[config.mk]
export PLATFORM = sky130hd
export DESIGN_NAME = williams_percent_r_top
export DESIGN_NICKNAME = d
export VERILOG_FILES = /design/src/hw/rtl/wpr_pkg.sv /design/src/hw/rtl/wpr_ram.sv /design/src/hw/rtl/wpr_front.sv /design/src/hw/rtl/wpr_queue.sv /design/src/hw/rtl/wpr_back.sv /design/src/hw/rtl/williams_percent_r_top.sv
export SDC_FILE = /design/constraint.sdc
export NUM_CORES = 2
export LEC_CHECK = 0
export ABC_CLOCK_PERIOD_IN_PS = 7100
export BUFFER_PORTS_ARGS = -buffer_cell sky130_fd_sc_hd__buf_2
export CORE_ASPECT_RATIO = 1.5
export CORE_MARGIN = 2
export CORE_UTILIZATION = 40
export DETAILED_ROUTE_END_ITERATION = 16
export SLEW_MARGIN = 30
export SYNTH_ARGS = -nofsm -noshare
export SYNTH_HDL_FRONTEND = slang
export SYNTH_MEMORY_MAX_BITS = 65536
export SYNTH_SLANG_ARGS = --single-unit
export TNS_END_PERCENT = 5
[constraint.sdc]
create_clock -name clk -period 7.1 [get_ports clk]
set_input_delay 0.71 -clock clk [delete_from_list [all_inputs] [get_ports clk]]
set_output_delay 0.71 -clock clk [all_outputs]
set_load 0.03 [all_outputs]
[src/hw/rtl/wpr_pkg.sv]
// ----------------------------------------------------------------------------
// wpr_pkg: shared constants and types for the Williams %R block
// Sizes of the bar window, price and result widths, queue job layout and
// the back-end sequencer states.
// ----------------------------------------------------------------------------
package wpr_pkg;

	// window storage
	localparam int MAX_WINDOW  = 64;
	localparam int SLOT_W      = (MAX_WINDOW > 1) ? $clog2(MAX_WINDOW) : 1;
	localparam int CNT_W       = $clog2(MAX_WINDOW + 1);

	// field widths
	localparam int PRICE_W     = 32;
	localparam int WIN_W       = 7;
	localparam int PCT_W       = 15;
	localparam int QUOT_W      = 14;
	localparam int PROD_W      = PRICE_W + QUOT_W;
	localparam int QBIT_W      = $clog2(QUOT_W);

	// stream widths
	localparam int IN_DATA_W   = 3 * PRICE_W;
	localparam int OUT_DATA_W  = 16;

	// constants
	localparam logic [WIN_W-1:0]  WIN_RESET = 7'd14;
	localparam logic [QUOT_W-1:0] SCALE     = 14'd10000;
	localparam logic [PCT_W-1:0]  PCT_MIN   = PCT_W'(-10000);

	// front/back queue
	localparam int QUEUE_DEPTH = 2;
	localparam int QPTR_W      = (QUEUE_DEPTH > 1) ? $clog2(QUEUE_DEPTH) : 1;
	localparam int QCNT_W      = $clog2(QUEUE_DEPTH + 1);

	// one classified bar, handed from front to back
	typedef struct packed {
		logic [SLOT_W-1:0]  slot;
		logic [CNT_W-1:0]   span;
		logic [PRICE_W-1:0] high;
		logic [PRICE_W-1:0] low;
		logic [PRICE_W-1:0] close;
	} job_t;

	typedef enum logic [2:0] {
		ST_IDLE,
		ST_SCAN,
		ST_MUL,
		ST_DIV,
		ST_DONE
	} back_state_t;

	typedef enum logic [1:0] {
		KIND_ZERO,
		KIND_MIN,
		KIND_DIV
	} res_kind_t;

	// ring slot offset entries before slot, modulo MAX_WINDOW
	function automatic logic [SLOT_W-1:0] prev_slot(input logic [SLOT_W-1:0] slot,
			input logic [SLOT_W-1:0] offset);
		logic [SLOT_W-1:0] res;
		if (slot >= offset) begin
			res = slot - offset;
		end else begin
			res = SLOT_W'(int'(slot) + MAX_WINDOW - int'(offset));
		end
		return res;
	endfunction

endpackage

[src/hw/rtl/wpr_ram.sv]
// ----------------------------------------------------------------------------
// wpr_ram: generic simple dual-port RAM
// One write port, one read port, read data registered.
// ----------------------------------------------------------------------------
module wpr_ram #(
	parameter int WIDTH = 32,
	parameter int DEPTH = 64
) (
	input  logic                             clk,
	input  logic                             we,
	input  logic [$clog2(DEPTH)-1:0]         waddr,
	input  logic [WIDTH-1:0]                 wdata,
	input  logic [$clog2(DEPTH)-1:0]         raddr,
	output logic [WIDTH-1:0]                 rdata
);

	logic [WIDTH-1:0] mem_q [DEPTH];

	always_ff @(posedge clk) begin
		if (we) begin
			mem_q[waddr] <= wdata;
		end
		rdata <= mem_q[raddr];
	end

endmodule

[src/hw/rtl/wpr_front.sv]
// ----------------------------------------------------------------------------
// wpr_front: bar intake and classification
// Holds the window register, ring write slot and series bar count; turns
// each accepted bar into a job with its ring slot and scan span.
// ----------------------------------------------------------------------------
module wpr_front import wpr_pkg::*; (
	input  logic                 clk,
	input  logic                 arst_n,
	input  logic                 cfg_valid,
	output logic                 cfg_ready,
	input  logic [WIN_W-1:0]     cfg_data,
	input  logic                 s_tvalid,
	output logic                 s_tready,
	input  logic [IN_DATA_W-1:0] s_tdata,   // bar_high, bar_low, bar_close
	input  logic [0:0]           s_tuser,   // new_series
	input  logic                 q_full,
	output logic                 push,
	output job_t                 job
);

	logic [WIN_W-1:0]  window_q;
	logic [SLOT_W-1:0] write_slot_q;
	logic [CNT_W-1:0]  bars_seen_q;

	logic [SLOT_W-1:0] base_slot;
	logic [SLOT_W-1:0] next_slot;
	logic [CNT_W-1:0]  base_seen;
	logic [CNT_W-1:0]  seen_n;
	logic [CNT_W-1:0]  eff_win;

	assign cfg_ready = 1'b1;
	assign s_tready  = !q_full;
	assign push      = s_tvalid && s_tready;

	// series restart, ring advance, bar count
	always_comb begin
		base_slot = s_tuser[0] ? '0 : write_slot_q;
		base_seen = s_tuser[0] ? '0 : bars_seen_q;
		next_slot = (base_slot == SLOT_W'(MAX_WINDOW - 1)) ? '0 : base_slot + 1'b1;
		seen_n    = (base_seen == CNT_W'(MAX_WINDOW)) ? base_seen : base_seen + 1'b1;
	end

	// window clamp to 1..MAX_WINDOW
	always_comb begin
		if (window_q == '0) begin
			eff_win = CNT_W'(1);
		end else if (int'(window_q) > MAX_WINDOW) begin
			eff_win = CNT_W'(MAX_WINDOW);
		end else begin
			eff_win = CNT_W'(window_q);
		end
	end

	// job payload
	always_comb begin
		job.slot  = base_slot;
		job.span  = (eff_win < seen_n) ? eff_win : seen_n;
		job.high  = s_tdata[PRICE_W-1:0];
		job.low   = s_tdata[2*PRICE_W-1:PRICE_W];
		job.close = s_tdata[3*PRICE_W-1:2*PRICE_W];
	end

	always_ff @(posedge clk or negedge arst_n) begin
		if (!arst_n) begin
			window_q     <= WIN_RESET;
			write_slot_q <= '0;
			bars_seen_q  <= '0;
		end else begin
			if (cfg_valid && cfg_ready) begin
				window_q <= cfg_data;
			end
			if (push) begin
				write_slot_q <= next_slot;
				bars_seen_q  <= seen_n;
			end
		end
	end

endmodule

[src/hw/rtl/wpr_queue.sv]
// ----------------------------------------------------------------------------
// wpr_queue: short job queue between front and back
// Register FIFO of QUEUE_DEPTH jobs.
// ----------------------------------------------------------------------------
module wpr_queue import wpr_pkg::*; (
	input  logic clk,
	input  logic arst_n,
	input  logic push,
	input  job_t job_in,
	output logic full,
	output logic valid,
	output job_t job_out,
	input  logic pop
);

	job_t              slots_q [QUEUE_DEPTH];
	logic [QPTR_W-1:0] wr_ptr_q;
	logic [QPTR_W-1:0] rd_ptr_q;
	logic [QCNT_W-1:0] count_q;

	assign full    = (count_q == QCNT_W'(QUEUE_DEPTH));
	assign valid   = (count_q != '0);
	assign job_out = slots_q[rd_ptr_q];

	// payload storage
	always_ff @(posedge clk) begin
		if (push) begin
			slots_q[wr_ptr_q] <= job_in;
		end
	end

	// pointers and fill count
	always_ff @(posedge clk or negedge arst_n) begin
		if (!arst_n) begin
			wr_ptr_q <= '0;
			rd_ptr_q <= '0;
			count_q  <= '0;
		end else begin
			if (push) begin
				wr_ptr_q <= (wr_ptr_q == QPTR_W'(QUEUE_DEPTH - 1)) ? '0 : wr_ptr_q + 1'b1;
			end
			if (pop) begin
				rd_ptr_q <= (rd_ptr_q == QPTR_W'(QUEUE_DEPTH - 1)) ? '0 : rd_ptr_q + 1'b1;
			end
			if (push && !pop) begin
				count_q <= count_q + 1'b1;
			end else if (pop && !push) begin
				count_q <= count_q - 1'b1;
			end
		end
	end

endmodule

[src/hw/rtl/wpr_back.sv]
// ----------------------------------------------------------------------------
// wpr_back: window scan, scaling, division and result register
// Stores the bar in the high/low rings, scans back over the span one entry
// a cycle, then forms -(H-close)*10000/(H-L), bit-serially unless a bound.
// ----------------------------------------------------------------------------
module wpr_back import wpr_pkg::*; (
	input  logic                  clk,
	input  logic                  arst_n,
	input  logic                  q_valid,
	input  job_t                  q_job,
	output logic                  q_pop,
	output logic                  m_tvalid,
	input  logic                  m_tready,
	output logic [OUT_DATA_W-1:0] m_tdata    // percent_r, zero pad
);

	back_state_t state_q, state_n;

	logic [SLOT_W-1:0]  slot_q;
	logic [CNT_W-1:0]   span_q;
	logic [CNT_W-1:0]   k_q;
	logic               pend_q;
	logic [PRICE_W-1:0] hi_q;
	logic [PRICE_W-1:0] lo_q;
	logic [PRICE_W-1:0] close_q;
	logic [PRICE_W-1:0] range_q;
	logic [PRICE_W-1:0] rem_q;
	logic [QUOT_W-1:0]  dlo_q;
	logic [QUOT_W-1:0]  quo_q;
	logic [QBIT_W-1:0]  cnt_q;
	res_kind_t          kind_q;
	logic               out_valid_q;
	logic [PCT_W-1:0]   out_data_q;

	logic [SLOT_W-1:0]  raddr;
	logic [PRICE_W-1:0] h_rd;
	logic [PRICE_W-1:0] l_rd;
	logic               issue;
	logic               scan_done;
	logic               out_load;
	res_kind_t          mul_kind;
	logic [PROD_W-1:0]  prod;
	logic [PRICE_W:0]   div_r2;
	logic [PRICE_W:0]   div_diff;
	logic               div_ge;
	logic [PCT_W-1:0]   res_val;

	// high and low rings
	assign raddr = prev_slot(slot_q, k_q[SLOT_W-1:0]);

	wpr_ram #(.WIDTH(PRICE_W), .DEPTH(MAX_WINDOW)) u_high_ram (
		.clk   (clk),
		.we    (q_pop),
		.waddr (q_job.slot),
		.wdata (q_job.high),
		.raddr (raddr),
		.rdata (h_rd)
	);

	wpr_ram #(.WIDTH(PRICE_W), .DEPTH(MAX_WINDOW)) u_low_ram (
		.clk   (clk),
		.we    (q_pop),
		.waddr (q_job.slot),
		.wdata (q_job.low),
		.raddr (raddr),
		.rdata (l_rd)
	);

	// sequencer outputs
	always_comb begin
		q_pop     = (state_q == ST_IDLE) && q_valid;
		issue     = (state_q == ST_SCAN) && (k_q < span_q);
		scan_done = (state_q == ST_SCAN) && (k_q >= span_q) && !pend_q;
		out_load  = (state_q == ST_DONE) && (!out_valid_q || m_tready);
	end

	// next state
	always_comb begin
		state_n = state_q;
		unique case (state_q)
			ST_IDLE: if (q_valid) state_n = ST_SCAN;
			ST_SCAN: if (scan_done) state_n = ST_MUL;
			ST_MUL:  state_n = (mul_kind == KIND_DIV) ? ST_DIV : ST_DONE;
			ST_DIV:  if (cnt_q == '0) state_n = ST_DONE;
			ST_DONE: if (out_load) state_n = ST_IDLE;
			default: state_n = ST_IDLE;
		endcase
	end

	// special ranges: empty range, close at or above H, close at or below L
	always_comb begin
		if (hi_q <= lo_q || close_q >= hi_q) begin
			mul_kind = KIND_ZERO;
		end else if (close_q <= lo_q) begin
			mul_kind = KIND_MIN;
		end else begin
			mul_kind = KIND_DIV;
		end
		prod = {{QUOT_W{1'b0}}, hi_q - close_q} * {{PRICE_W{1'b0}}, SCALE};
	end

	// one quotient bit per cycle; partial remainder stays below range
	always_comb begin
		div_r2   = {rem_q, dlo_q[cnt_q]};
		div_diff = div_r2 - {1'b0, range_q};
		div_ge   = (div_r2 >= {1'b0, range_q});
	end

	// result encode
	always_comb begin
		case (kind_q)
			KIND_MIN: res_val = PCT_MIN;
			KIND_DIV: res_val = PCT_W'(0) - {1'b0, quo_q};
			default:  res_val = '0;
		endcase
	end

	// datapath
	always_ff @(posedge clk) begin
		if (q_pop) begin
			slot_q  <= q_job.slot;
			span_q  <= q_job.span;
			hi_q    <= q_job.high;
			lo_q    <= q_job.low;
			close_q <= q_job.close;
			k_q     <= CNT_W'(1);
		end
		if (issue) begin
			k_q <= k_q + 1'b1;
		end
		if (state_q == ST_SCAN && pend_q) begin
			if (h_rd > hi_q) hi_q <= h_rd;
			if (l_rd < lo_q) lo_q <= l_rd;
		end
		if (state_q == ST_MUL) begin
			kind_q  <= mul_kind;
			range_q <= hi_q - lo_q;
			rem_q   <= prod[PROD_W-1:QUOT_W];
			dlo_q   <= prod[QUOT_W-1:0];
			quo_q   <= '0;
			cnt_q   <= QBIT_W'(QUOT_W - 1);
		end
		if (state_q == ST_DIV) begin
			rem_q        <= div_ge ? div_diff[PRICE_W-1:0] : div_r2[PRICE_W-1:0];
			quo_q[cnt_q] <= div_ge;
			cnt_q        <= cnt_q - 1'b1;
		end
		if (out_load) begin
			out_data_q <= res_val;
		end
	end

	// control
	always_ff @(posedge clk or negedge arst_n) begin
		if (!arst_n) begin
			state_q     <= ST_IDLE;
			pend_q      <= 1'b0;
			out_valid_q <= 1'b0;
		end else begin
			state_q <= state_n;
			pend_q  <= issue;
			if (out_load) begin
				out_valid_q <= 1'b1;
			end else if (m_tready) begin
				out_valid_q <= 1'b0;
			end
		end
	end

	assign m_tvalid = out_valid_q;
	assign m_tdata  = {{(OUT_DATA_W - PCT_W){1'b0}}, out_data_q};

endmodule

[src/hw/rtl/williams_percent_r_top.sv]
// ----------------------------------------------------------------------------
// williams_percent_r_top: Williams %R oscillator over a sliding bar window
// Streams price bars in, one %R result per bar out.
// ----------------------------------------------------------------------------
// Usage:
//   s_* channel: one beat per bar. tdata = high [31:0], low [63:32],
//     close [95:64]; tuser[0] = new_series, which restarts the history.
//   m_* channel: one beat per bar, tdata[14:0] = %R in hundredths of a
//     percent (signed, -10000..0), tdata[15] = 0.
//   cfg_* channel: writes window_length (7 bits); write only when idle.
// Timing:
//   A bar's back-end time grows with its span (span = min(window, bars in
//   series)); the divider runs only when the result is not a bound. The
//   window scan reads one ring entry per cycle through the RAM read port and
//   the divider yields one quotient bit per cycle; these set the
//   throughput. A two-entry queue lets the front take bars while busy.
// Reset and stall:
//   Reset clears the queue, ring pointer and bar count, window = 14. Ring
//   contents need no clearing. If m_tready is low the result is held, the
//   back end finishes its next bar and waits, and s_tready drops once the
//   queue fills.
// ----------------------------------------------------------------------------
module williams_percent_r_top import wpr_pkg::*; (
	input  logic                  clk,
	input  logic                  arst_n,
	input  logic                  cfg_valid,
	output logic                  cfg_ready,
	input  logic [WIN_W-1:0]      cfg_data,    // window_length
	input  logic                  s_tvalid,
	output logic                  s_tready,
	input  logic [IN_DATA_W-1:0]  s_tdata,     // bar_high, bar_low, bar_close
	input  logic [0:0]            s_tuser,     // new_series
	output logic                  m_tvalid,
	input  logic                  m_tready,
	output logic [OUT_DATA_W-1:0] m_tdata      // percent_r, zero pad
);

	logic push;
	logic q_full;
	logic q_valid;
	logic q_pop;
	job_t job_in;
	job_t job_out;

	wpr_front u_front (
		.clk       (clk),
		.arst_n    (arst_n),
		.cfg_valid (cfg_valid),
		.cfg_ready (cfg_ready),
		.cfg_data  (cfg_data),
		.s_tvalid  (s_tvalid),
		.s_tready  (s_tready),
		.s_tdata   (s_tdata),
		.s_tuser   (s_tuser),
		.q_full    (q_full),
		.push      (push),
		.job       (job_in)
	);

	wpr_queue u_queue (
		.clk     (clk),
		.arst_n  (arst_n),
		.push    (push),
		.job_in  (job_in),
		.full    (q_full),
		.valid   (q_valid),
		.job_out (job_out),
		.pop     (q_pop)
	);

	wpr_back u_back (
		.clk      (clk),
		.arst_n   (arst_n),
		.q_valid  (q_valid),
		.q_job    (job_out),
		.q_pop    (q_pop),
		.m_tvalid (m_tvalid),
		.m_tready (m_tready),
		.m_tdata  (m_tdata)
	);

endmodule

Yosys cells after proc, flatten, opt, wreduce, memory -nomap -nowiden. Memories as Yosys holds them, arrays and structs flattened. A register that Yosys moved wholly into a read port is not among the register bits. Cells that the tools add are included. Widths: inputs -> output; s select.

Register bits after elaboration: 254. RAM bits: 4314. Bits of input ports: 109. Output and inout port bits: 19. Logic and storage cells: 141. Memories kept: 3.

Memories: u_back.u_high_ram.mem_q (depth 64, width 32, read ports 1, clocked after Yosys merged registers in 1, wr ports 1, RTL line wpr_ram.sv:17) `logic [WIDTH-1:0] mem_q [DEPTH];`; u_back.u_low_ram.mem_q (depth 64, width 32, read ports 1, clocked after Yosys merged registers in 1, wr ports 1, RTL line wpr_ram.sv:17); u_queue.slots_q (depth 2, width 109, read ports 1, clocked after Yosys merged registers in 0, wr ports 1, RTL line wpr_queue.sv:16) `job_t slots_q [QUEUE_DEPTH];`.

Add/subtract/negate cells: 15. $mul: 1. $lt $le $gt $ge: 13. Eq/ne operators: 14. Mux-type cells: 47. Reduce and logical (&&, ||, !) cells: 26.

Operator list (number): $mux 32 (9); $sub 32x32->32 (3); $le 32x32->1 (2); $mux 7 (7); $mul 32x10->42 const B (1); $ge 33x32->1 (1); $ge 32x32->1 (1); $gt 32x32->1 (1); $lt 32x32->1 (1); $pmux 15 s2 (1); $mux 14 (2); $mux 6 (3); $mux 3 (5); $pmux 3 s5 (1); $sub 1x14->15 const A (1); $add 7x1->7 const B (2); $bwmux 14 (1); $lt 7x7->1 (2); $add 6x1->6 const B (2); $sub 6x6->6 (2); $logic_and 1x1->1 (10); $mux 1 (10); $reduce_bool 2->1 (5); $mux 2 (4); 26 further kinds (39).

Depth between registers and ports, before layout.
Depth in word-level cells: 7. Mapped depth: 31. Depth with buffers taken out: 30.

By module. Synthesis repeated with hierarchy kept, for this count alone.

Cell total of the unflattened synthesis: 9967. Area, all modules: 191426.1 µm².

Modules (own cells, without submodules): wpr_ram (times used 2, cells each 3324, area an instance 78515.3 µm², sequential area each 62139.6 µm²); wpr_back (times used 1, cells each 2723, area an instance 23791.6 µm², sequential area each 6100.9 µm²); wpr_queue (times used 1, cells each 355, area an instance 8554.5 µm², sequential area each 6646.4 µm²); wpr_front (times used 1, cells each 241, area an instance 2049.5 µm², sequential area each 504.2 µm²).

Least setup slack after synthesis. OpenSTA, ideal clock, no wires.

Kind: register to register. From: register u_back.close_q[4]. To: register u_back.rem_q[28] (data pin). Library setup time: 0.269 ns. Data arrival time: 6.831 ns. Data required time: 6.831 ns. Setup slack: 0.000 ns. Cell stages (with the launch flop): 32. Buffers on the path: 1. Period minus slack after synthesis: 7.100 ns. Cells stage by stage: edfxtp_1 inv_1 ha_1 and2_4 a31oi_4 nand3_4 a311oi_4 o21ai_1 or4_1 a31o_1 a21oi_2 xnor2_1 ha_1 xor2_1 ha_1 fa_1 ha_1 inv_1 fa_1 inv_1 ha_1 clkbuf_1 a21oi_1 nor2_1 or4_1 a221oi_1 nand3b_1 a41oi_1 o31ai_2 a31oi_1 xor2_1 mux2i_1.

Word-level cells in the longest chain between the ends: 4.

Ends and longest elaborated chain: start, declared (RTL line wpr_back.sv:25) `logic [PRICE_W-1:0] close_q;`; start signal, assigned (RTL line wpr_back.sv:125) `close_q <= q_job.close;`; $sub 32x32->32 (RTL line wpr_back.sv:99) `prod = {{QUOT_W{1'b0}}, hi_q - close_q} * {{PRICE_W{1'b0}}, SCALE};`; $mul 32x10->42 (RTL line wpr_back.sv:99); $mux 32 (RTL line wpr_back.sv:135) `if (state_q == ST_MUL) begin`; $mux 32 (RTL line wpr_back.sv:143) `if (state_q == ST_DIV) begin`; end signal, assigned (RTL line wpr_back.sv:138) `rem_q <= prod[PROD_W-1:QUOT_W];`; end signal, assigned (RTL line wpr_back.sv:144) `rem_q <= div_ge ? div_diff[PRICE_W-1:0] : div_r2[PRICE_W-1:0];`; end, declared (RTL line wpr_back.sv:27) `logic [PRICE_W-1:0] rem_q;`.

Every way passes these cells. The select of a mux whose other input is x is not followed. A chain may end at the register's enable or synchronous reset.

Worst setup path in the final report.
From: register u_back.close_q[0]. To: register u_back.rem_q[24] (data pin).

The elaborated chain is that of the path after synthesis.

==> impl_results.md <==
- Worst Slack Setup Final: -0.0561 ns
- Number of vias per cell: 5.84
- Root Driver: clkbuf_16
- YS warnings: 0
- Synth Register Bits: 4,632
- Synthesized area: between 0.15 and 0.2 mm^2
- Placeable Area: approximately 0.47 mm^2
- Hold Path Class: input pin to flip-flop
- Overall Global Routing Usage: between 20 and 25%
- Die height: between 800 and 900 um
- Met2 WL post-DR: roughly 280,000 um
- Hold WS: 0.0582 ns
- Delay-heaviest family, CP: adder cells
- Worst R2R Setup Slack: -0.06 ns
- Clock Path Buffers: 4
- Residual DRC: 0
- Levels on crit path: 30
- Crit share post-route: 101%
- First-pass GRT wire length: 752,000 um
- Number of buffers and inverters on the critical path: 4
- Fin area: around 0.22 mm^2
- Synthesized net count: ~9,500
- Port Buffers: roughly 130
- Nets: between 10,000 and 15,000
- Pin count of the biggest net entering global routing: 109
- WHS Endpoint: u_front.window_q[6]
- Failing checks: negative setup slack
- Mean cell area of the mapped netlist: 20.9 um^2
- Adder-cell share of the synthesized area: approximately 3.1%
- Area occupied by multi-input gates: 0.0487 mm^2
- Worst clock skew: ~0.084 ns
- MaxCap Viol Count: 0
- WL/cell: between 30 and 40 um
- Synth Area in XOR/XNOR: less than 1%
- Synth-to-layout area growth: 14.6%
- Measured slew at the worst slew-check pin: about 1.1 ns
- Fillers: around 39,000
- Initial antenna violation count: 24
- Crit-path max FO: 4
- R2R depth: 30
- Met1 wire length: between 200,000 and 250,000 um
- Routed Antenna Nets: 0
- Die Area: between 0.4 and 0.5 mm^2
- Clock H-tree levels: 5
- Worst-path clk slew: about 0.07 ns
- I/O Pins: 128
- Post-synth EDFFs: 4,461
- Path type of the worst setup path: flip-flop to flip-flop
- Clock sink count: 4,632
- Highest Signal Layer: met4
- Worst R2R Start: u_back.close_q[0]
- Fmax: between 100 and 150 MHz
- GPL Wtd Cong: between 0.8 and 0.9
- Slew headroom: 29.6%
- Post-DP HPWL: roughly 300,000 um
- DR vias: roughly 95,000
- Slowest cell on the critical path: fa_1
- Final Hold Viols: 0
- Data required, critical path: between 7 and 8 ns
- Synthesized netlist cell count: approximately 9,000
- Met3 wire length: around 35,000 um
- Min cycle time layout: 7.16 ns
- Hold Crit Start: cfg_valid
- Crit path launch type: flip-flop
- Sequential fraction of the synthesis area: about three quarters
- Final Routed Wirelength: 540,000 um
- Seq. cell area: 0.138 mm^2
- CTS tree: done
- CTS buffer count: 414
- Largest family of logic cells by synthesized area: multiplexers
- Asr flop ratio synth: 0.626%
- Share of cells above drive strength 1: around 28%
- Row cnt: just over 300
- Post-synthesis mux area share: 17.3%
- Post-DP Area: 0.201 mm^2
- Die W: ~560 um
- Status: complete, but fails checks
- RSZ-0062 raised after global routing: yes
- Place WS: -0.354 ns
- Vias in the first global route: 97,300
- Latest clock arrival within the worst-skew pair: about 0.99 ns
- Simple-Gate Fraction of Synth Area: 1.70%
- RR Endpoint: u_back.rem_q[24]
- Starting Density: 40.2%
- Setup violations, final: 3
- Slowest stage delay, CP: approximately 0.55 ns
- Unique masters post-synth: 88
- Global route total overflow: 0
- WHS Path Cells: 2
- CP endpoint kind: flip-flop
- Drt pass-1 iters: 9
- Most used cell, CP: buf_4
- CP arrival: roughly 8 ns
- DRT iter0 DRCs: 10,400
- Top_reg_cell synth: edfxtp_1
- Slew Viols, Final: 0
- Compound-Gate Fraction of Synth Area: 2.42%
-- layout by cell type, fill, tap and decap left out, drive strengths merged, types with 14 or more instances in the layout --
master	synthesis	final
edfxtp	4461	4461
mux4	1281	1281
buf	132	577
clkbuf	271	501
inv	407	422
ha	348	348
mux2i	236	236
a21oi	215	215
nor2	174	174
clkinv	0	166
nand2	149	149
dfxtp	142	142
o21ai	130	130
mux2	119	119
a21o	114	114
dlygate4sd3	0	102
nor2b	101	101
xnor2	91	91
fa	78	78
a211oi	76	76
xor2	73	73
bufinv	0	58
nand4	42	42
nand3	37	37
nand2b	28	28
nor3	27	27
o21a	26	26
dfrtp	26	26
a31oi	20	20
clkinvlp	0	17
o21bai	17	17
o211ai	15	15
and3	14	14
-- worst register-to-register path, delay by kind of cell (launching register included) --
kind	cells	cell delay (ns)
fa+ha+maj	8	2.66
compound gates	11	1.91
simple gates	4	0.78
xor+xnor	3	0.52
flops	1	0.42
buf+inv	4	0.55
-- registers in the layout (all words and copies together), names as in the netlist, 2 cells and up --
name and cells:
u_back.u_high_ram.mem_q 2048, u_back.u_low_ram.mem_q 2048, u_queue.slots_q 218, u_back.close_q 32, u_back.hi_q 32, u_back.lo_q 32
u_back.range_q 32, u_back.rem_q 32, u_back.u_high_ram.rdata 32, u_back.u_low_ram.rdata 32, u_back.out_data_q 15, u_back.quo_q 14
u_back.dlo_q 10, u_back.k_q 7, u_back.span_q 7, u_front.bars_seen_q 7, u_front.window_q 7, u_back.slot_q 6
u_front.write_slot_q 6, u_back.cnt_q 4, u_back.state_q 3, u_back.kind_q 2, u_queue.count_q 2
-- logic make-up (layout without fill, tap and decap cells) --
family	Yosys count	in the layout
flip-flops	4632	4632
multiplexers	1636	1636
buffers and inverters	810	1843
AO/OA/AOI/OAI	697	697
AND/OR/NAND/NOR	642	642
adder cells (fa/ha/maj)	426	426
XOR/XNOR	164	164
other	2	5
-- synthesized netlist by cell type (10+ instances only) --
cell / instances / area (um^2)
nor3_1: 26 / 130
xnor2_1: 91 / 797
mux2_2: 119 / 1340
inv_1: 406 / 1520
and2_1: 11 / 68.8
dfxtp_1: 142 / 2840
a21oi_1: 213 / 1070
nand4_1: 42 / 263
mux2i_1: 236 / 2360
clkbuf_1: 271 / 1020
dfrtp_1: 26 / 651
buf_1: 95 / 357
o21bai_1: 16 / 120
a211oi_1: 76 / 571
fa_1: 78 / 1560
nor2b_1: 101 / 632
mux4_2: 1281 / 28900
o21a_1: 26 / 195
o21ai_0: 73 / 365
o21ai_1: 56 / 280
or2_2: 10 / 62.6
nor2_1: 174 / 653
a21o_1: 114 / 856
o211ai_1: 15 / 113
ha_1: 348 / 4350
and3_1: 14 / 87.6
nand2b_1: 28 / 175
a31oi_1: 18 / 113
edfxtp_1: 4461 / 134000
or3_1: 12 / 75.1
nand3_1: 36 / 180
nand2_1: 149 / 559
xor2_1: 73 / 639
buf_2: 32 / 160
-- final cells by class --
cell class | count | area share (%)
Multi-Input combinational cell | 3567 | 22.6
Antenna cell | 3 | 0.00348
Sequential cell | 4632 | 63.7
Timing Repair Buffer | 679 | 2.98
Inverter | 407 | 0.710
Clock buffer | 501 | 5.09
Clock inverter | 256 | 1.34
Tap cell | 6200 | 3.59
-- worst max path at each step --
| stage | startpoint | end | slack, ns |
|---|---|---|---|
| after floorplan | u_back.close_q[4] | u_back.rem_q[28] | 0.05 |
| after global placement | u_back.close_q[4] | u_back.rem_q[28] | -0.39 |
| after detailed placement | u_back.close_q[4] | u_back.rem_q[28] | -0.35 |
| after CTS | u_back.close_q[0] | u_back.rem_q[28] | -0.01 |
| after global routing | u_back.close_q[0] | u_back.rem_q[24] | -0.24 |
| final | u_back.close_q[0] | u_back.rem_q[24] | -0.06 |
-- per-layer routing --
layer	global-route usage (%)	up-vias
li1	-	38400
met1	28.2	51500
met2	39.4	3993
met3	2.80	856
met4	8.71	0
met5	0	-
-- what timing repair did --
action | CTS | global route
hold buffers | 102 | 0
hold endpoints to repair | 221 | 0
resized for setup | 11 | 40
pin swaps | 12 | 23
setup endpoints to repair | 13 | 13
setup buffers | 3 | 7
-- per-stage QoR --
step / TNS [ns] / utilization [%] / cells
3_3_place_gp: -3.13 / 42.7 / 15400
2_1_floorplan: 0 / - / 9009
5_1_grt: -1.46 / 46.0 / 16200
4_1_cts: -0.00974 / 46.0 / 16200
6_report: -0.0829 / 46.0 / 16200
3_5_place_dp: -3.13 / 42.8 / 15400
Power is left out: the tool's default activity adds up to more than one toggle a clock period on the data nets, which glitch-free logic cannot reach.
